$ cat src/hw/rtl/ctus_pkg.sv
// ----------------------------------------------------------------------------
// ctus_pkg: shared constants and types for the civil time converter
// Calendar and clock constants, internal widths, the side-band word that
// travels down the pipeline and the day-of-year offset of each month.
// ----------------------------------------------------------------------------
package ctus_pkg;

  // Widths of the ports.
  localparam int FIELD_W = 32;
  localparam int SECS_W  = 64;

  // Calendar and clock constants.
  localparam int MONTHS_PER_YEAR = 12;
  localparam int YEARS_PER_ERA   = 400;
  localparam int DAYS_PER_ERA    = 146097;
  localparam int DAYS_PER_YEAR   = 365;
  localparam int EPOCH_DAYS      = 719468;
  localparam int SECS_PER_MINUTE = 60;
  localparam int SECS_PER_HOUR   = 3600;
  localparam int SECS_PER_DAY    = 86400;
  localparam int MARCH_INDEX     = 2;

  // A day is 675 * 128 seconds: a narrow product and a shift.
  localparam int DAY_MUL   = 675;
  localparam int DAY_SHIFT = 7;

  // Internal widths, sized to the extreme input values.
  localparam int MONTH_DIV_W = 33;
  localparam int ERA_DIV_W   = 34;
  localparam int ERA_W       = 26;
  localparam int ERA_DAYS_W  = 43;
  localparam int DAYS_W      = 44;
  localparam int DAY_PROD_W  = 54;
  localparam int DAY_ADJ_W   = 33;
  localparam int MIN_SECS_W  = 38;
  localparam int HOUR_SECS_W = 44;
  localparam int SOD_MIN_W   = 39;
  localparam int SOD_W       = 45;
  localparam int MIDX_W      = 4;
  localparam int YOE_W       = 9;
  localparam int DOY_W       = 9;
  localparam int DOE_W       = 18;

  // Side-band word carried alongside the calendar arithmetic.
  typedef struct packed {
    logic [DAY_ADJ_W-1:0] day_adj;
    logic [SOD_W-1:0]     secs;
    logic                 flag;
  } side_t;

  // Days from the first of March to the first of the given month, where
  // the index counts from January as zero.
  function automatic logic [DOY_W-1:0] month_offset(input logic [MIDX_W-1:0] idx);
    logic [DOY_W-1:0] res;
    case (idx)
      4'd0:    res = 9'd306;
      4'd1:    res = 9'd337;
      4'd2:    res = 9'd0;
      4'd3:    res = 9'd31;
      4'd4:    res = 9'd61;
      4'd5:    res = 9'd92;
      4'd6:    res = 9'd122;
      4'd7:    res = 9'd153;
      4'd8:    res = 9'd184;
      4'd9:    res = 9'd214;
      4'd10:   res = 9'd245;
      4'd11:   res = 9'd275;
      default: res = 9'd0;
    endcase
    return res;
  endfunction

endpackage

$ cat src/hw/rtl/ctus_floor_div.sv
// ----------------------------------------------------------------------------
// ctus_floor_div: pipelined floor division by a constant
// Gives the floored quotient and the non-negative remainder of a signed
// word divided by D, through three register stages.
// ----------------------------------------------------------------------------
module ctus_floor_div #(
  parameter int unsigned W = 33,
  parameter int unsigned D = 12,
  localparam int unsigned RW = $clog2(D)
) (
  input  logic                clk,
  input  logic signed [W-1:0] x,
  output logic signed [W-1:0] q,
  output logic [RW-1:0]       r
);

  localparam int unsigned UW       = W - 1;
  localparam logic [63:0] MUL_FULL = (64'd1 << UW) / 64'(D);
  localparam int unsigned MW       = $clog2(MUL_FULL + 64'd1);
  localparam int unsigned PW       = UW + MW;
  localparam logic [MW-1:0] MUL    = MUL_FULL[MW-1:0];

  logic [UW-1:0] mag_c;
  logic [PW-1:0] prod_c;
  logic          neg1;
  logic [UW-1:0] mag1;
  logic [PW-1:0] prod1;

  logic [MW-1:0] quo0_c;
  logic [UW-1:0] rem0_c;
  logic          neg2;
  logic [MW-1:0] quo2;
  logic [RW:0]   rem2;

  logic          over_c;
  logic [MW-1:0] quo_c;
  logic [RW-1:0] rem_c;

  // A negative word x is folded to -x-1, whose floored quotient q gives
  // -q-1 for x; the reciprocal product then estimates the magnitude.
  assign mag_c  = x[W-1] ? ~x[UW-1:0] : x[UW-1:0];
  assign prod_c = PW'(mag_c) * PW'(MUL);

  always_ff @(posedge clk) begin
    neg1  <= x[W-1];
    mag1  <= mag_c;
    prod1 <= prod_c;
  end

  // The estimate is low by at most one, so the raw remainder is below 2D.
  assign quo0_c = prod1[PW-1:UW];
  assign rem0_c = mag1 - UW'(quo0_c) * UW'(D);

  always_ff @(posedge clk) begin
    neg2 <= neg1;
    quo2 <= quo0_c;
    rem2 <= rem0_c[RW:0];
  end

  // One correction step, then the sign is restored.
  assign over_c = rem2 >= (RW + 1)'(D);
  assign quo_c  = over_c ? quo2 + MW'(1) : quo2;
  assign rem_c  = over_c ? RW'(rem2 - (RW + 1)'(D)) : rem2[RW-1:0];

  always_ff @(posedge clk) begin
    q <= neg2 ? ~W'(quo_c) : W'(quo_c);
    r <= neg2 ? RW'(D - 1) - rem_c : rem_c;
  end

endmodule

$ cat src/hw/rtl/civil_time_to_unix_seconds.sv
// ----------------------------------------------------------------------------
// civil_time_to_unix_seconds: Gregorian UTC civil time to Unix seconds
// Converts year, month, day, hour, minute and second, each of any value,
// into seconds since the epoch, with a flag for clock or month carries.
// ----------------------------------------------------------------------------
// A word is taken at every clock edge at which start is high; busy is held
// low, so one conversion enters per cycle without gaps. Each result appears
// on unix_seconds and was_normalized with done high for one cycle, in the
// order taken, once its word has passed every register stage listed below.
// The receiver cannot stall the block and need not: every
// stage moves on every cycle. The ten register stages are three of the
// month carry divider by 12, three of the era divider by 400, the era day
// product, the day sum, the day-to-seconds product and the final add.
// Out-of-range days roll across months and years but do not raise
// was_normalized. Reset only clears the valid bits; nothing needs clearing
// before the first word.
module civil_time_to_unix_seconds (
  input  logic                                 clk,
  input  logic                                 rst,
  input  logic                                 start,
  output logic                                 busy,
  input  logic signed [ctus_pkg::FIELD_W-1:0]  civil_year,
  input  logic signed [ctus_pkg::FIELD_W-1:0]  civil_month,
  input  logic signed [ctus_pkg::FIELD_W-1:0]  civil_day,
  input  logic signed [ctus_pkg::FIELD_W-1:0]  civil_hour,
  input  logic signed [ctus_pkg::FIELD_W-1:0]  civil_minute,
  input  logic signed [ctus_pkg::FIELD_W-1:0]  civil_second,
  output logic                                 done,
  output logic signed [ctus_pkg::SECS_W-1:0]   unix_seconds,
  output logic                                 was_normalized
);

  import ctus_pkg::*;

  logic                          valid_q [1:9];
  side_t                         side_q  [2:9];
  logic [DOY_W-1:0]              doy_q   [4:6];

  logic signed [MONTH_DIV_W-1:0] month_m1_c;
  logic                          flag_sec_c;
  logic                          flag_mon_c;

  logic signed [FIELD_W-1:0]     s1_year;
  logic signed [DAY_ADJ_W-1:0]   s1_day_adj;
  logic signed [FIELD_W-1:0]     s1_sec;
  logic signed [MIN_SECS_W-1:0]  s1_min_secs;
  logic signed [HOUR_SECS_W-1:0] s1_hour_secs;
  logic                          s1_flag;

  logic signed [SOD_MIN_W-1:0]   sod_min_c;
  logic signed [SOD_W-1:0]       sod_c;
  logic                          flag_clock_c;

  logic signed [FIELD_W-1:0]     s2_year;
  logic signed [FIELD_W-1:0]     s3_year;

  logic signed [MONTH_DIV_W-1:0] year_carry;
  logic [MIDX_W-1:0]             month_idx;
  logic signed [MONTH_DIV_W-1:0] year1_c;
  logic                          jan_feb_c;
  logic signed [ERA_DIV_W-1:0]   yy_c;

  logic signed [ERA_DIV_W-1:0]   era_full;
  logic [YOE_W-1:0]              yoe;
  logic signed [ERA_W-1:0]       era_c;
  logic signed [ERA_DAYS_W-1:0]  era_days_c;
  logic [1:0]                    cent_c;
  logic [DOE_W-1:0]              doe_c;

  logic signed [ERA_DAYS_W-1:0]  s7_era_days;
  logic [DOE_W-1:0]              s7_doe;
  logic signed [DAYS_W-1:0]      days_c;
  logic signed [DAYS_W-1:0]      s8_days;
  logic signed [DAY_PROD_W-1:0]  prod_c;
  logic signed [DAY_PROD_W-1:0]  s9_prod;
  logic signed [SECS_W-1:0]      secs_c;

  // The pipeline never stalls, so a word is taken whenever start is high.
  assign busy = 1'b0;

  // Valid bits travel with the words; the last one becomes the strobe.
  always_ff @(posedge clk) begin
    if (rst) begin
      for (int i = 1; i <= 9; i++) valid_q[i] <= 1'b0;
      done <= 1'b0;
    end else begin
      valid_q[1] <= start && !busy;
      for (int i = 2; i <= 9; i++) valid_q[i] <= valid_q[i-1];
      done <= valid_q[9];
    end
  end

  // Stage 0: zero-based month goes to the divider; out-of-range checks.
  assign month_m1_c = MONTH_DIV_W'(civil_month) - MONTH_DIV_W'(1);
  assign flag_sec_c = (civil_second < 32'sd0) ||
                      (civil_second >= FIELD_W'(SECS_PER_MINUTE));
  assign flag_mon_c = (civil_month < 32'sd1) ||
                      (civil_month > FIELD_W'(MONTHS_PER_YEAR));

  always_ff @(posedge clk) begin
    s1_year      <= civil_year;
    s1_day_adj   <= DAY_ADJ_W'(civil_day) - DAY_ADJ_W'(EPOCH_DAYS + 1);
    s1_sec       <= civil_second;
    s1_min_secs  <= MIN_SECS_W'(civil_minute) * MIN_SECS_W'(SECS_PER_MINUTE);
    s1_hour_secs <= HOUR_SECS_W'(civil_hour) * HOUR_SECS_W'(SECS_PER_HOUR);
    s1_flag      <= flag_sec_c || flag_mon_c;
  end

  ctus_floor_div #(
    .W (MONTH_DIV_W),
    .D (MONTHS_PER_YEAR)
  ) u_month_div (
    .clk (clk),
    .x   (month_m1_c),
    .q   (year_carry),
    .r   (month_idx)
  );

  // Stage 1: the clock fields summed to seconds. A minute carry happens
  // exactly when the seconds of the hour leave one hour, and an hour carry
  // when the seconds of the day leave one day.
  assign sod_min_c    = SOD_MIN_W'(s1_sec) + SOD_MIN_W'(s1_min_secs);
  assign sod_c        = SOD_W'(sod_min_c) + SOD_W'(s1_hour_secs);
  assign flag_clock_c = (sod_min_c < 0) || (sod_min_c >= SOD_MIN_W'(SECS_PER_HOUR)) ||
                        (sod_c < 0) || (sod_c >= SOD_W'(SECS_PER_DAY));

  always_ff @(posedge clk) begin
    s2_year   <= s1_year;
    s3_year   <= s2_year;
    side_q[2] <= '{day_adj: s1_day_adj, secs: sod_c, flag: s1_flag || flag_clock_c};
    for (int i = 3; i <= 9; i++) side_q[i] <= side_q[i-1];
  end

  // Stage 3: apply the year carry; January and February count with the
  // previous year so that the leap day ends the counting year.
  assign year1_c   = MONTH_DIV_W'(s3_year) + year_carry;
  assign jan_feb_c = month_idx < MIDX_W'(MARCH_INDEX);
  assign yy_c      = ERA_DIV_W'(year1_c) - ERA_DIV_W'(jan_feb_c);

  always_ff @(posedge clk) begin
    doy_q[4] <= month_offset(month_idx);
    doy_q[5] <= doy_q[4];
    doy_q[6] <= doy_q[5];
  end

  ctus_floor_div #(
    .W (ERA_DIV_W),
    .D (YEARS_PER_ERA)
  ) u_era_div (
    .clk (clk),
    .x   (yy_c),
    .q   (era_full),
    .r   (yoe)
  );

  // Stage 6: days of the whole eras and day of the era.
  assign era_c      = era_full[ERA_W-1:0];
  assign era_days_c = ERA_DAYS_W'(era_c) * ERA_DAYS_W'(DAYS_PER_ERA);
  assign cent_c     = (yoe >= 9'd300) ? 2'd3 :
                      (yoe >= 9'd200) ? 2'd2 :
                      (yoe >= 9'd100) ? 2'd1 : 2'd0;
  assign doe_c      = DOE_W'(yoe) * DOE_W'(DAYS_PER_YEAR) + DOE_W'(yoe[YOE_W-1:2]) -
                      DOE_W'(cent_c) + DOE_W'(doy_q[6]);

  always_ff @(posedge clk) begin
    s7_era_days <= era_days_c;
    s7_doe      <= doe_c;
  end

  // Stage 7: day count from the epoch, the day of month included.
  assign days_c = DAYS_W'(s7_era_days) + DAYS_W'(s7_doe) +
                  DAYS_W'($signed(side_q[7].day_adj));

  always_ff @(posedge clk) begin
    s8_days <= days_c;
  end

  // Stage 8: days scaled by the odd factor of a day's seconds.
  assign prod_c = DAY_PROD_W'(s8_days) * DAY_PROD_W'(DAY_MUL);

  always_ff @(posedge clk) begin
    s9_prod <= prod_c;
  end

  // Stage 9: the power-of-two factor and the seconds of the day.
  assign secs_c = (SECS_W'(s9_prod) <<< DAY_SHIFT) + SECS_W'($signed(side_q[9].secs));

  always_ff @(posedge clk) begin
    unix_seconds   <= secs_c;
    was_normalized <= side_q[9].flag;
  end

  // Every result word stems from an earlier word taken with start high.
  a_done_latency: assert property (@(posedge clk) disable iff (rst)
    done |-> $past(start, 10))
    else $error("result word without a matching input word");

  // An unflagged result must have had a month in the calendar range.
  a_month_flag: assert property (@(posedge clk) disable iff (rst)
    done && !was_normalized |->
      $past((civil_month >= 32'sd1) && (civil_month <= 32'sd12), 10))
    else $error("month carry not flagged");

  // An unflagged result must have had a second within the minute.
  a_second_flag: assert property (@(posedge clk) disable iff (rst)
    done && !was_normalized |->
      $past((civil_second >= 32'sd0) && (civil_second <= 32'sd59), 10))
    else $error("second carry not flagged");

  // The year of the era leaving the divider stays within one era.
  a_yoe_range: assert property (@(posedge clk) disable iff (rst)
    valid_q[6] |-> (yoe < 9'd400))
    else $error("year of era out of range");

endmodule

$ cat config.mk
export PLATFORM = sky130hd
export DESIGN_NAME = civil_time_to_unix_seconds
export DESIGN_NICKNAME = d
export VERILOG_FILES = /design/src/hw/rtl/ctus_pkg.sv /design/src/hw/rtl/ctus_floor_div.sv /design/src/hw/rtl/civil_time_to_unix_seconds.sv
export SDC_FILE = /design/constraint.sdc
export NUM_CORES = 2
export LEC_CHECK = 0
export ABC_AREA = 1
export BUFFER_PORTS_ARGS = -buffer_cell sky130_fd_sc_hd__buf_2
export CORE_MARGIN = 1
export CORE_UTILIZATION = 45
export CTS_BUF_LIST = sky130_fd_sc_hd__clkbuf_4
export CTS_CLUSTER_SIZE = 24
export DETAILED_ROUTE_END_ITERATION = 16
export GPL_TIMING_DRIVEN = 0
export PLACE_DENSITY = 0.58
export SETUP_SLACK_MARGIN = 0.05
export SLEW_MARGIN = 20
export SYNTH_ARGS = -nofsm -noshare
export SYNTH_HDL_FRONTEND = slang
export SYNTH_HIERARCHICAL = 1
export SYNTH_SLANG_ARGS = --single-unit
$ cat constraint.sdc
create_clock -name clk -period 11.8 [get_ports clk]
set_clock_uncertainty 0.15 [all_clocks]
set_input_delay 0.59 -clock clk [delete_from_list [all_inputs] [get_ports clk]]
set_output_delay 0.59 -clock clk [all_outputs]
set_load 0.02 [all_outputs]
==> results.cfg <==
[placed_design]
io_buffers = 259
place_congestion = 0.971
hpwl_um = 271000

[sta]
fmax_ghz = 0.0881
worst_pin_slew_ps = 1240
report.final.slew_viol_count = 0
timing.final.hold_violations = 0
max_slew_margin = 0.168
period_minus_slack_ps = 11350
fin_crit_sh = 0.962
setup_tns_ps = 0
rsz0062_at_grt = false
setup_viol_count_final = 0

[layout]
final_cell_mix = inv_1, nand2_1, ha_1
syn_to_final_growth_pct = 12.3
layout_commonest_cell = inv_1
final_nets = 16200
drive_gt1_frac = 0.0714

[flow_run]
drv_cap = 0

[drt]
drt-total-wl_um = 313000
drt_pre_antenna_iters = 6
drc = 0
first_iter_violations = 5409
ant_nets = 0
vias_per_cell = 4.94
vias = 83300
wl_per_cell_um = 18.6

[critical_path]
critPathSlowestCell = xor2_1
cp.required_ps = 12820
reg2reg_from = u_month_div/r[3]$_DFF_P_
crit_buf_inv = 10
crit_path_max_fanout = 10
path_common_cell = inv_1
r2r_slack_ps = 450
end_kind = register
arrival_ps = 12370
reg2reg_depth = 41
max_stage_delay_ps = 820
crit_family = simple AND/OR/NAND/NOR gates
worst_setup_path_start_kind = register
r2r-end = u_era_div/prod1[54]$_DFF_P_
worstSetupStartpoint = u_month_div/r[3]$_DFF_P_
crit_type = register to register

[grt]
track_usage = 0.268
grt_first_pass_wirelength_um = 488000
grt_max_degree = 21
grt_pass1_vias = 85900
antenna_found_initial = 22
gr-total-overflow = 0

[die]
die_height_um = 487
io-pin-count = 262
rows = 177
dieWidth_um = 487
dieArea_sq_um = 237000
start_util = 0.454
coreArea_sq_um = 233000

[cts]
clk_latency_ps = 1360
numCtsBuffers = 339
post_cts_buffers = 0
cts_tree = done
clk_pin_slew_worst_paths_ps = 60
cts.htree.levels = 5
clock-sinks = 1274
cts_root_buffer = clkbuf_4
clock_path_buffers = 4

[worst_hold_path]
worstHoldPathCells = 0
holdPathEnd = side_q[0][452]$_DFF_P_
min_path_type = register to register
min_from = side_q[0][373]$_DFF_P_

[logic_synthesis]
syn-num-nets = 15200
yosys_warnings = 6
synth_area_sq_um = 106000
avgSynthCellArea_sq_um = 8.45
synthCells = 12500

[outcome]
status = complete, no violations
through the flow:
stage	hold WS (ps)	instances	util	setup slack [ps]	cell area, sq um
final	121	16800	0.510	448	119000
after global routing	66.2	16800	0.510	196	119000
after CTS	5.27	16800	0.510	508	119000
after detailed placement	162	15900	0.476	624	111000
after global placement	160	15900	0.476	757	111000
after floorplan	160	12500	-	3530	106000
cell type report:
type	count	area [sq um]
flip-flops and latches	1274	25500
clock inverters	99	544
inverters	2881	10800
repair buffers	627	4990
well taps	3132	3920
multi-input cells	8302	69200
clock buffers	468	3510
diodes	10	25.0
plain buffers	55	273
fillers	22700	114000
registers in the layout, indices dropped and copies added (netlist names), 33 cells and up:
name          count
s1_day_adj       33
s1_hour_secs     40
s1_min_secs      36
s7_era_days      43
s8_days          44
s9_prod          54
side_q          566
unix_seconds     62
what timing repair did:
item / CTS / global route
gates resized for setup: 0 / 1
hold buffers: 366 / 0
endpoints found under the setup margin: 0 / 2
hold endpoints to repair: 190 / 0
how the worst max path moves through the flow:
stage	end	slack, ps	cells after the start
2_1_floorplan	u_era_div/prod1[50]$_DFF_P_	3530	41
3_3_place_gp	u_era_div/prod1[54]$_DFF_P_	760	41
3_5_place_dp	u_era_div/prod1[54]$_DFF_P_	620	41
4_1_cts	u_era_div/prod1[54]$_DFF_P_	510	41
5_1_grt	u_era_div/prod1[54]$_DFF_P_	200	42
6_report	u_era_div/prod1[54]$_DFF_P_	450	41
metal layers:
| layer | vias to the layer above | track usage | wire length, um |
|---|---|---|---|
| met4 | 4 | 0.0818 | 9150 |
| li1 | 41000 | - | - |
| met5 | - | 0 | 23 |
| met1 | 39800 | 0.368 | 145000 |
| met2 | 2080 | 0.434 | 142000 |
| met3 | 404 | 0.0421 | 17100 |
Power is not shown: default switching activity piles up to over one toggle a cycle in this logic, so the estimate is an artifact.
